`src/design/bmpdec_pkg.sv`:
```
// Shared types and constants of the BMP 24 bpp stream decoder.
package bmpdec_pkg;

	// Default image size limits
	localparam int DEF_MAX_WIDTH  = 4096;
	localparam int DEF_MAX_HEIGHT = 4096;

	// Depth of the command queue between parser and pixel assembler
	localparam int CMD_DEPTH = 4;

	// Header layout
	localparam logic [7:0]  MAGIC_B    = 8'h42;
	localparam logic [7:0]  MAGIC_M    = 8'h4D;
	localparam logic [15:0] BPP_24     = 16'd24;
	localparam logic [31:0] HDR_LEN    = 32'd54;
	localparam logic [31:0] HDR_LAST   = 32'd53;
	localparam int          POS_OFFSET = 10;
	localparam int          POS_WIDTH  = 18;
	localparam int          POS_HEIGHT = 22;
	localparam int          POS_BPP    = 28;

	// Result kinds
	localparam logic EV_PIXEL = 1'b0;
	localparam logic EV_ERROR = 1'b1;

	// Error codes
	localparam logic [1:0] ERR_MAGIC  = 2'd0;
	localparam logic [1:0] ERR_BPP    = 2'd1;
	localparam logic [1:0] ERR_SIZE   = 2'd2;
	localparam logic [1:0] ERR_OFFSET = 2'd3;

	// Command from parser to pixel assembler
	typedef enum logic [1:0] {
		CMD_BLUE,
		CMD_GREEN,
		CMD_PIXEL,
		CMD_ERROR
	} cmd_kind_t;

	typedef struct packed {
		cmd_kind_t   kind;
		logic [7:0]  data;
		logic [11:0] column;
		logic [11:0] row;
		logic        last_pixel;
		logic [1:0]  error_code;
		logic [12:0] image_width;
		logic [12:0] image_height;
	} cmd_t;

endpackage

```
`src/design/bmpdec_parser.sv`:
```
// Front end: header parse, offset skip and pixel byte classification.
module bmpdec_parser #(
	parameter int MAX_WIDTH  = bmpdec_pkg::DEF_MAX_WIDTH,
	parameter int MAX_HEIGHT = bmpdec_pkg::DEF_MAX_HEIGHT
) (
	input  logic              clk,
	input  logic              arst_n,
	input  logic              accept,
	input  logic [7:0]        file_byte,
	input  logic              start_of_file,
	output logic              cmd_valid,
	output bmpdec_pkg::cmd_t  cmd
);
	import bmpdec_pkg::*;

	localparam int CW = $clog2(MAX_WIDTH + 1);
	localparam int RW = $clog2(MAX_HEIGHT + 1);

	typedef enum logic [2:0] {
		PH_HEADER,
		PH_SKIP,
		PH_PIXELS,
		PH_DONE,
		PH_FAILED
	} phase_t;

	phase_t        phase_q, phase_n;
	logic [31:0]   pos_q, pos_n;
	logic [31:0]   off_q, off_n;
	logic [31:0]   wid_q, wid_n;
	logic [31:0]   hgt_q, hgt_n;
	logic [15:0]   bpp_q, bpp_n;
	logic          magic_bad_q, magic_bad_n;
	logic [CW-1:0] col_q, col_n;
	logic [RW-1:0] srow_q, srow_n;
	logic [1:0]    sub_q, sub_n;
	logic          in_pad_q, in_pad_n;
	logic [1:0]    pad_cnt_q, pad_cnt_n;

	// Next state and command for the accepted beat
	always_comb begin
		logic [31:0]   p;
		logic [CW-1:0] col_inc;
		logic [RW-1:0] srow_inc;
		logic          row_end;
		p         = '0;
		col_inc   = col_q + CW'(1);
		srow_inc  = srow_q + RW'(1);
		row_end   = 1'b0;
		phase_n   = phase_q;
		pos_n     = pos_q;
		off_n     = off_q;
		wid_n     = wid_q;
		hgt_n     = hgt_q;
		bpp_n     = bpp_q;
		magic_bad_n = magic_bad_q;
		col_n     = col_q;
		srow_n    = srow_q;
		sub_n     = sub_q;
		in_pad_n  = in_pad_q;
		pad_cnt_n = pad_cnt_q;
		cmd_valid = 1'b0;
		cmd       = '0;
		if (accept) begin
			// restart on a start mark, then treat the beat as byte 0
			if (start_of_file) begin
				phase_n     = PH_HEADER;
				pos_n       = '0;
				off_n       = '0;
				wid_n       = '0;
				hgt_n       = '0;
				bpp_n       = '0;
				magic_bad_n = 1'b0;
				col_n       = '0;
				srow_n      = '0;
				sub_n       = '0;
				in_pad_n    = 1'b0;
				pad_cnt_n   = '0;
			end
			case (phase_n)
				PH_HEADER: begin
					p = pos_n;
					// capture little-endian header fields
					for (int i = 0; i < 4; i++) begin
						if (p == 32'(POS_OFFSET + i)) off_n[8*i +: 8] = file_byte;
						if (p == 32'(POS_WIDTH + i))  wid_n[8*i +: 8] = file_byte;
						if (p == 32'(POS_HEIGHT + i)) hgt_n[8*i +: 8] = file_byte;
					end
					for (int i = 0; i < 2; i++) begin
						if (p == 32'(POS_BPP + i)) bpp_n[8*i +: 8] = file_byte;
					end
					pos_n = p + 32'd1;
					if (p == 32'd0 && file_byte != MAGIC_B) magic_bad_n = 1'b1;
					if (p == 32'd1 && (magic_bad_n || file_byte != MAGIC_M)) begin
						phase_n        = PH_FAILED;
						cmd_valid      = 1'b1;
						cmd.kind       = CMD_ERROR;
						cmd.error_code = ERR_MAGIC;
					end
					// validate the header on its last byte
					if (p == HDR_LAST) begin
						magic_bad_n = 1'b0;
						if (bpp_n != BPP_24) begin
							phase_n        = PH_FAILED;
							cmd_valid      = 1'b1;
							cmd.kind       = CMD_ERROR;
							cmd.error_code = ERR_BPP;
						end else if (wid_n > 32'(MAX_WIDTH) || hgt_n > 32'(MAX_HEIGHT)) begin
							phase_n        = PH_FAILED;
							cmd_valid      = 1'b1;
							cmd.kind       = CMD_ERROR;
							cmd.error_code = ERR_SIZE;
						end else if (off_n < HDR_LEN) begin
							phase_n        = PH_FAILED;
							cmd_valid      = 1'b1;
							cmd.kind       = CMD_ERROR;
							cmd.error_code = ERR_OFFSET;
						end else if (off_n == HDR_LEN) begin
							phase_n = (wid_n == '0 || hgt_n == '0) ? PH_DONE : PH_PIXELS;
						end else begin
							phase_n = PH_SKIP;
						end
					end
				end
				PH_SKIP: begin
					// drop bytes up to the pixel data offset
					pos_n = pos_q + 32'd1;
					if (pos_n >= off_q) begin
						phase_n = (wid_q == '0 || hgt_q == '0) ? PH_DONE : PH_PIXELS;
					end
				end
				PH_PIXELS: begin
					if (in_pad_q) begin
						// drop row padding, width mod 4 bytes
						if (pad_cnt_q + 2'd1 == wid_q[1:0]) row_end = 1'b1;
						else pad_cnt_n = pad_cnt_q + 2'd1;
					end else begin
						cmd_valid = 1'b1;
						cmd.data  = file_byte;
						case (sub_q)
							2'd0: cmd.kind = CMD_BLUE;
							2'd1: cmd.kind = CMD_GREEN;
							default: begin
								cmd.kind       = CMD_PIXEL;
								cmd.column     = 12'(col_q);
								cmd.row        = 12'(hgt_q[RW-1:0] - RW'(1) - srow_q);
								cmd.last_pixel = (col_inc == wid_q[CW-1:0]) &&
									(srow_inc == hgt_q[RW-1:0]);
							end
						endcase
						sub_n = (sub_q == 2'd2) ? 2'd0 : sub_q + 2'd1;
						if (sub_q == 2'd2) begin
							if (col_inc == wid_q[CW-1:0]) begin
								if (wid_q[1:0] == 2'd0) begin
									row_end = 1'b1;
								end else begin
									in_pad_n  = 1'b1;
									pad_cnt_n = '0;
								end
							end else begin
								col_n = col_inc;
							end
						end
					end
					// advance to the next stored row
					if (row_end) begin
						col_n    = '0;
						sub_n    = '0;
						in_pad_n = 1'b0;
						srow_n   = srow_inc;
						if (srow_inc == hgt_q[RW-1:0]) phase_n = PH_DONE;
					end
				end
				default: begin
				end
			endcase
			cmd.image_width  = 13'(wid_n);
			cmd.image_height = 13'(hgt_n);
		end
	end

	// Hold parser state
	always_ff @(posedge clk or negedge arst_n) begin
		if (!arst_n) begin
			phase_q     <= PH_HEADER;
			pos_q       <= '0;
			off_q       <= '0;
			wid_q       <= '0;
			hgt_q       <= '0;
			bpp_q       <= '0;
			magic_bad_q <= 1'b0;
			col_q       <= '0;
			srow_q      <= '0;
			sub_q       <= '0;
			in_pad_q    <= 1'b0;
			pad_cnt_q   <= '0;
		end else begin
			phase_q     <= phase_n;
			pos_q       <= pos_n;
			off_q       <= off_n;
			wid_q       <= wid_n;
			hgt_q       <= hgt_n;
			bpp_q       <= bpp_n;
			magic_bad_q <= magic_bad_n;
			col_q       <= col_n;
			srow_q      <= srow_n;
			sub_q       <= sub_n;
			in_pad_q    <= in_pad_n;
			pad_cnt_q   <= pad_cnt_n;
		end
	end

	// A failed file stays failed until a start mark
	a_failed_sticky: assert property (@(posedge clk) disable iff (!arst_n)
		(phase_q == PH_FAILED && !(accept && start_of_file)) |=> phase_q == PH_FAILED)
		else $error("parser left failed phase without a start mark");

	// Padding is only counted while decoding pixels
	a_pad_in_pixels: assert property (@(posedge clk) disable iff (!arst_n)
		in_pad_q |-> phase_q == PH_PIXELS)
		else $error("padding state outside pixel phase");

endmodule

```
`src/design/bmpdec_cmd_fifo.sv`:
```
// Short command queue between the parser and the pixel assembler.
module bmpdec_cmd_fifo (
	input  logic              clk,
	input  logic              arst_n,
	input  logic              wr_en,
	input  bmpdec_pkg::cmd_t  wr_data,
	output logic              full,
	input  logic              rd_en,
	output bmpdec_pkg::cmd_t  rd_data,
	output logic              not_empty
);
	import bmpdec_pkg::*;

	localparam int PW = $clog2(CMD_DEPTH);

	cmd_t          mem [CMD_DEPTH];
	logic [PW-1:0] wr_ptr_q;
	logic [PW-1:0] rd_ptr_q;
	logic [PW:0]   count_q;

	assign full      = (count_q == (PW+1)'(CMD_DEPTH));
	assign not_empty = (count_q != '0);
	assign rd_data   = mem[rd_ptr_q];

	// Write storage
	always_ff @(posedge clk) begin
		if (wr_en) mem[wr_ptr_q] <= wr_data;
	end

	// Advance pointers and occupancy
	always_ff @(posedge clk or negedge arst_n) begin
		if (!arst_n) begin
			wr_ptr_q <= '0;
			rd_ptr_q <= '0;
			count_q  <= '0;
		end else begin
			if (wr_en) wr_ptr_q <= wr_ptr_q + PW'(1);
			if (rd_en) rd_ptr_q <= rd_ptr_q + PW'(1);
			case ({wr_en, rd_en})
				2'b10:   count_q <= count_q + (PW+1)'(1);
				2'b01:   count_q <= count_q - (PW+1)'(1);
				default: count_q <= count_q;
			endcase
		end
	end

	a_no_overflow: assert property (@(posedge clk) disable iff (!arst_n)
		!(wr_en && full))
		else $error("command queue written while full");

	a_no_underflow: assert property (@(posedge clk) disable iff (!arst_n)
		!(rd_en && !not_empty))
		else $error("command queue read while empty");

endmodule

```
`src/design/bmpdec_back.sv`:
```
// Back end: gathers B,G,R beats into pixels and holds the result register.
module bmpdec_back (
	input  logic              clk,
	input  logic              arst_n,
	input  logic              cmd_valid,
	input  bmpdec_pkg::cmd_t  cmd,
	output logic              cmd_take,
	input  logic              pop,
	output logic              empty,
	output logic              event_kind,
	output logic [7:0]        red,
	output logic [7:0]        green,
	output logic [7:0]        blue,
	output logic [11:0]       column,
	output logic [11:0]       row,
	output logic              last_pixel,
	output logic [1:0]        error_code,
	output logic [12:0]       image_width,
	output logic [12:0]       image_height
);
	import bmpdec_pkg::*;

	logic       out_valid_q;
	logic       out_pop;
	logic       emit;
	logic [7:0] held_blue_q;
	logic [7:0] held_green_q;

	assign out_pop  = pop && out_valid_q;
	assign emit     = cmd.kind inside {CMD_PIXEL, CMD_ERROR};
	// color beats never stall; results wait for a free slot
	assign cmd_take = cmd_valid && (!emit || !out_valid_q || out_pop);
	assign empty    = !out_valid_q;

	// Track result slot occupancy
	always_ff @(posedge clk or negedge arst_n) begin
		if (!arst_n) begin
			out_valid_q <= 1'b0;
		end else if (cmd_take && emit) begin
			out_valid_q <= 1'b1;
		end else if (out_pop) begin
			out_valid_q <= 1'b0;
		end
	end

	// Hold color bytes and load the result register
	always_ff @(posedge clk) begin
		if (cmd_take) begin
			case (cmd.kind)
				CMD_BLUE:  held_blue_q  <= cmd.data;
				CMD_GREEN: held_green_q <= cmd.data;
				CMD_PIXEL: begin
					event_kind   <= EV_PIXEL;
					red          <= cmd.data;
					green        <= held_green_q;
					blue         <= held_blue_q;
					column       <= cmd.column;
					row          <= cmd.row;
					last_pixel   <= cmd.last_pixel;
					error_code   <= '0;
					image_width  <= cmd.image_width;
					image_height <= cmd.image_height;
				end
				default: begin
					event_kind   <= EV_ERROR;
					red          <= '0;
					green        <= '0;
					blue         <= '0;
					column       <= '0;
					row          <= '0;
					last_pixel   <= 1'b0;
					error_code   <= cmd.error_code;
					image_width  <= cmd.image_width;
					image_height <= cmd.image_height;
				end
			endcase
		end
	end

	a_result_kept: assert property (@(posedge clk) disable iff (!arst_n)
		(out_valid_q && !pop) |=> out_valid_q)
		else $error("waiting result dropped");

endmodule

```
`src/design/bmp24_stream_decoder.sv`:
```
// Top level of the streaming 24 bpp BMP decoder.
// Takes one file byte per beat and returns one result per pixel (RGB with its column and
// top-down row) or a single error result per file. The block accepts a byte every cycle:
// the parser updates its position and pixel counters once per byte, and a four-entry
// command queue plus a one-entry result register decouple it from the consumer, so input
// stalls only when that queue fills while results are not being popped. With the queue
// and the result register free, an accepted red byte completes a pixel that is written
// to the queue entry and then the result register. Header values are captured from the
// 54-byte header; only 24 bpp images within MAX_WIDTH by MAX_HEIGHT are decoded, and row
// padding and bytes after the image are dropped. No frame buffer and no memory clear.
module bmp24_stream_decoder #(
	parameter int MAX_WIDTH  = bmpdec_pkg::DEF_MAX_WIDTH,
	parameter int MAX_HEIGHT = bmpdec_pkg::DEF_MAX_HEIGHT
) (
	input  logic        clk,
	input  logic        arst_n,
	input  logic        push,
	output logic        full,
	input  logic [7:0]  file_byte,
	input  logic        start_of_file,
	output logic        empty,
	input  logic        pop,
	output logic        event_kind,
	output logic [7:0]  red,
	output logic [7:0]  green,
	output logic [7:0]  blue,
	output logic [11:0] column,
	output logic [11:0] row,
	output logic        last_pixel,
	output logic [1:0]  error_code,
	output logic [12:0] image_width,
	output logic [12:0] image_height
);
	import bmpdec_pkg::*;

	logic accept;
	logic cmd_valid;
	cmd_t cmd;
	logic q_valid;
	cmd_t q_cmd;
	logic q_take;

	assign accept = push && !full;

	bmpdec_parser #(
		.MAX_WIDTH  (MAX_WIDTH),
		.MAX_HEIGHT (MAX_HEIGHT)
	) u_parser (
		.clk           (clk),
		.arst_n        (arst_n),
		.accept        (accept),
		.file_byte     (file_byte),
		.start_of_file (start_of_file),
		.cmd_valid     (cmd_valid),
		.cmd           (cmd)
	);

	bmpdec_cmd_fifo u_cmd_fifo (
		.clk       (clk),
		.arst_n    (arst_n),
		.wr_en     (cmd_valid),
		.wr_data   (cmd),
		.full      (full),
		.rd_en     (q_take),
		.rd_data   (q_cmd),
		.not_empty (q_valid)
	);

	bmpdec_back u_back (
		.clk          (clk),
		.arst_n       (arst_n),
		.cmd_valid    (q_valid),
		.cmd          (q_cmd),
		.cmd_take     (q_take),
		.pop          (pop),
		.empty        (empty),
		.event_kind   (event_kind),
		.red          (red),
		.green        (green),
		.blue         (blue),
		.column       (column),
		.row          (row),
		.last_pixel   (last_pixel),
		.error_code   (error_code),
		.image_width  (image_width),
		.image_height (image_height)
	);

endmodule
```
`config.mk`:
```
export PLATFORM = sky130hd
export DESIGN_NAME = bmp24_stream_decoder
export DESIGN_NICKNAME = d
export VERILOG_FILES = /design/src/design/bmpdec_pkg.sv /design/src/design/bmpdec_parser.sv /design/src/design/bmpdec_cmd_fifo.sv /design/src/design/bmpdec_back.sv /design/src/design/bmp24_stream_decoder.sv
export SDC_FILE = /design/constraint.sdc
export NUM_CORES = 1
export LEC_CHECK = 0
export ABC_CLOCK_PERIOD_IN_PS = 16200
export BUFFER_PORTS_ARGS = -buffer_cell sky130_fd_sc_hd__buf_2
export CORE_ASPECT_RATIO = 1.2
export CORE_MARGIN = 2
export CORE_UTILIZATION = 30
export CTS_BUF_LIST = sky130_fd_sc_hd__clkbuf_4 sky130_fd_sc_hd__clkbuf_8
export CTS_CLUSTER_DIAMETER = 60
export DETAILED_ROUTE_END_ITERATION = 12
export SLEW_MARGIN = 0
export SYNTH_ARGS = -nofsm -noshare
export SYNTH_HDL_FRONTEND = slang
export SYNTH_SLANG_ARGS = --single-unit
```
`constraint.sdc`:
```
create_clock -name clk -period 16.2 [get_ports clk]
set_clock_uncertainty 0.1 [all_clocks]
set_input_delay 0.81 -clock clk [delete_from_list [all_inputs] [get_ports clk]]
set_output_delay 0.81 -clock clk [all_outputs]
set_load 0.05 [all_outputs]
```
==> out/summary.md <==
The flow ran to the end, and the final reports show no timing, DRC or antenna violations. The count of final setup violators is 0, and the number of resized instances in the post-cts repair step is 0. In this run the deepest clock path goes through 3 buffers. For this run, the number of Yosys warnings is 0. The tool flagged a number of max-cap violations equal to 0. Before antenna repair, the detailed router went through 5 iterations. The synthesis-stage register bit count was 533. Kind of end point of the critical path: a register. For the worst-skew pair, the clock arrives at the later sink with an insertion delay of 0.70 ns. The H-tree was split into 3 levels.

0 antenna diodes ended up in the layout. The average routed wire per standard cell was 20.5 um. In this run, synthesis inferred 346 flip-flops with an integrated enable. The run gives 0.301 as the starting density of the core. Family with the most delay on the worst path: simple AND/OR/NAND/NOR gates.

The share of the cycle needed by the critical path after routing is 0.334, and the sum of negative setup slack is 0 ns. In this run the remaining antenna-violating nets after routing total 0. Maximum number of pins on one net before global-route repair: 120.

The critical path is of the reg -> reg type. The logs give 45.1 mm for the detailed placement HPWL and 0.156 for the global-route total usage across every layer. Row generation in the floorplan step produced 117 rows. Cell at the root of the clock tree: sky130_fd_sc_hd__clkbuf_8.

Sum of routed wire length over all layers: 68.5 mm. Dividing total power by cell area gives a power density of 152 nW/um^2. The average cell area after synthesis works out to 12.4 sq um. Among all stages on the critical path, the largest delay is contributed by sky130_fd_sc_hd__nor4_1. For the worst path required time, the log shows 16.72 ns. The initial antenna violation count is 0, and the first-pass GRT wire length is 106 mm.

Clock-pin slew was measured on the worst setup and hold paths at 0.07 ns. The number of global-route vias before repair was 17900; the total number of vias was 17500. The proportion of layout cells with a drive suffix above 1 was 0.172; the worst hold slack was 0.125 ns. After routing the design area is 29100 sq um. For the sequential fraction of the synthesis area, the log shows 0.592. The critical path goes through nor4_4 -> nand4_4 -> nor4_1 -> mux2i_1 -> nand4_1 -> nor4_1 -> a31oi_1 -> nor2_1 -> ha_1 -> inv_1 -> fa_1 -> xor2_1 -> nor2_1 -> xor2_1.

Along the worst path, the maximum fanout reaches 15. From bottom edge to top edge, the die measures 323 um. Share of synthesized flip-flops with an asynchronous set or reset: 0.351. Summing all placed instances gives a cell area of 27100 sq um. Ranked by total cell area, the synthesized netlist is headed by sky130_fd_sc_hd__edfxtp_1 41%, sky130_fd_sc_hd__dfrtp_1 18%, sky130_fd_sc_hd__mux4_2 5.6%. In the synthesized netlist the dominant register cell turns out to be sky130_fd_sc_hd__edfxtp_1. The logs give 0 for the post-CTS setup buffer count and 79 for the number of distinct library cell variants in the gate-level netlist after synthesis.

TritonCTS built the clock tree. Buffers inserted during clock tree synthesis total 93. The worst setup path is launched from a register. At the end of routability-driven placement, the weighted congestion stood at 0.889. The logs give 0 for the number of slew-limit violations in the final report and 93 for the number of ports placed on the die boundary. The finished layout holds 3335 standard cells, fillers aside. The endpoint arrival time on the critical path was 5.93 ns; the cts-stage hold buffer count was 0. The area of the placeable core is 84500 sq um, and the number of port buffers is 92. For this run, design rule violations remaining after detail routing come to 0.

The run gives 3166 as the number of cells in the design after placement. Setup repair after global routing left no endpoint under its margin. The area overhead of the layout relative to synthesis was 14.2%.

The top-area cell type share of the netlist area is 0.408, and the net count after synthesis is 2113. For the finished layout, the period the worst path requires is 5.41 ns. The tools report the die footprint as 87200 sq um.

Using the TritonRoute via totals, the vias-per-cell ratio works out to 5.24. Counting every instance in the synthesized netlist gives 2047. The worst slew margin relative to its limit was 0.121. The remaining global-route overflow is 0, and the overall die width is 270 um.

The total buffers and inverters traversed by the critical path was 1. The min-delay analysis places its worst path in the category in -> async. In this run the critical register-to-register path is launched from u_parser.pos_q[18]. For the highest attainable clock frequency, the log shows 185 MHz. The critical path starts at u_parser.pos_q[18]. The detailed router's first-iteration violation count is 1497, and the final design utilization is 0.344.

For this run, the slowest stage of the critical path takes 1.10 ns. The net total in the final layout is 2197. The cell area that synthesis handed to floorplanning was 25500 sq um. Number of sinks handled by clock tree synthesis: 533. The worst vdd rail ir drop was 0.106 mV. The run gives 10.9 nW as the leakage power of the design.

The slew at the pin closest to its max-slew limit was 1.31 ns. The number of hold violations in the final report was 0. Of all cell types, the one taking the most synthesized area is sky130_fd_sc_hd__edfxtp_1.
==> synth_stat cells, types with 17 or more instances <==
cell type	n
sky130_fd_sc_hd__a21oi_1	73
sky130_fd_sc_hd__a22o_1	114
sky130_fd_sc_hd__a22oi_1	26
sky130_fd_sc_hd__and2_1	41
sky130_fd_sc_hd__and3_1	31
sky130_fd_sc_hd__clkbuf_1	98
sky130_fd_sc_hd__dfrtp_1	187
sky130_fd_sc_hd__edfxtp_1	346
sky130_fd_sc_hd__ha_1	51
sky130_fd_sc_hd__inv_1	70
sky130_fd_sc_hd__mux2i_1	23
sky130_fd_sc_hd__mux4_2	63
sky130_fd_sc_hd__nand2_1	120
sky130_fd_sc_hd__nand3_1	50
sky130_fd_sc_hd__nand4_1	28
sky130_fd_sc_hd__nor2_1	149
sky130_fd_sc_hd__nor2b_1	51
sky130_fd_sc_hd__nor3_1	49
sky130_fd_sc_hd__nor4_1	44
sky130_fd_sc_hd__o21ai_0	101
sky130_fd_sc_hd__or3_1	17
sky130_fd_sc_hd__xnor2_1	51
sky130_fd_sc_hd__xor2_1	29
==> logic make-up after synthesis <==
logic type | after synthesis | synth area share
AO/OA/AOI/OAI | 439 | 0.119
XOR/XNOR | 80 | 0.0275
flip-flops | 533 | 0.592
AND/OR/NAND/NOR | 652 | 0.137
buffers and inverters | 199 | 0.0308
adder cells (fa/ha/maj) | 53 | 0.0266
multiplexers | 91 | 0.0670
==> cells in the final DEF (no fill, tap or decap), types with 36 or more instances in the layout <==
| cell type | Yosys | routed |
|---|---|---|
| sky130_fd_sc_hd__a21oi_1 | 73 | 73 |
| sky130_fd_sc_hd__a22o_1 | 114 | 114 |
| sky130_fd_sc_hd__and2_1 | 41 | 41 |
| sky130_fd_sc_hd__buf_2 | 9 | 91 |
| sky130_fd_sc_hd__clkbuf_4 | 0 | 36 |
| sky130_fd_sc_hd__clkbuf_8 | 0 | 108 |
| sky130_fd_sc_hd__dfrtp_1 | 187 | 185 |
| sky130_fd_sc_hd__edfxtp_1 | 346 | 346 |
| sky130_fd_sc_hd__ha_1 | 51 | 51 |
| sky130_fd_sc_hd__inv_1 | 70 | 70 |
| sky130_fd_sc_hd__mux4_2 | 63 | 63 |
| sky130_fd_sc_hd__nand2_1 | 120 | 120 |
| sky130_fd_sc_hd__nand3_1 | 50 | 50 |
| sky130_fd_sc_hd__nor2_1 | 149 | 148 |
| sky130_fd_sc_hd__nor2b_1 | 51 | 46 |
| sky130_fd_sc_hd__nor3_1 | 49 | 49 |
| sky130_fd_sc_hd__nor4_1 | 44 | 43 |
| sky130_fd_sc_hd__o21ai_0 | 101 | 100 |
| sky130_fd_sc_hd__xnor2_1 | 51 | 51 |
==> area by class of cell <==
type | instances | area (sq um)
Fill cell | 8318 | 55400
Sequential cell | 533 | 15100
Multi-Input combinational cell | 1315 | 9660
Clock buffer | 143 | 1740
Tap cell | 1130 | 1410
Timing Repair Buffer | 117 | 657
Inverter | 71 | 267
Clock inverter | 26 | 255
==> worst paths after layout <==
check,slack [ns],depth (start not counted),endpoint
min,0.13,1,u_parser.pos_q[16]
max,10.79,14,u_cmd_fifo.count_q[2]
min in group clk,0.22,2,u_back.out_valid_q
max reg2reg,10.79,14,u_cmd_fifo.count_q[2]
min reg2reg,0.40,1,u_parser.wid_q[25]
max in group asynchronous,14.23,2,u_cmd_fifo.rd_ptr_q[0]
==> layer usage <==
layer  wire, um  GRT usage  vias to the layer above  share of wire
met3       3830     0.0289                      154          0.056
li1           -          -                     7943              -
met2      33300      0.263                      585           0.49
met5          0          0                        -              0
met1      28900      0.194                     8796           0.42
met4       2510     0.0709                        0          0.037
==> through the flow <==
stage | total power, mW | setup WS, ns
after floorplan | 2.79 | 8.79
after global placement | 3.13 | 10.30
after detailed placement | 3.15 | 10.21
after CTS | 4.47 | 10.89
after global routing | 4.63 | 10.46
final | 4.41 | 10.79
==> registers in the layout, summed over array words and instances (netlist names), 3 cells and up <==
name	count
u_parser.bpp_q	16
u_back.row	12
u_parser.wid_q	32
u_back.column	12
u_cmd_fifo.count_q	3
u_back.image_width	13
u_back.held_green_q	8
u_back.held_blue_q	8
u_cmd_fifo.mem	252
u_parser.pos_q	32
u_parser.srow_q	13
u_parser.col_q	13
u_parser.off_q	32
u_back.red	8
u_parser.hgt_q	32
u_back.blue	8
u_back.image_height	13
u_parser.phase_q	3
u_back.green	8
==> power by group <==
group	internal [mW]	switching, mW	total, mW
Clock	0.739	0.564	1.30
Sequential	1.71	0.105	1.81
Combinational	0.378	0.919	1.30
Total	2.82	1.59	4.41
(Power assumes the default switching activity.)
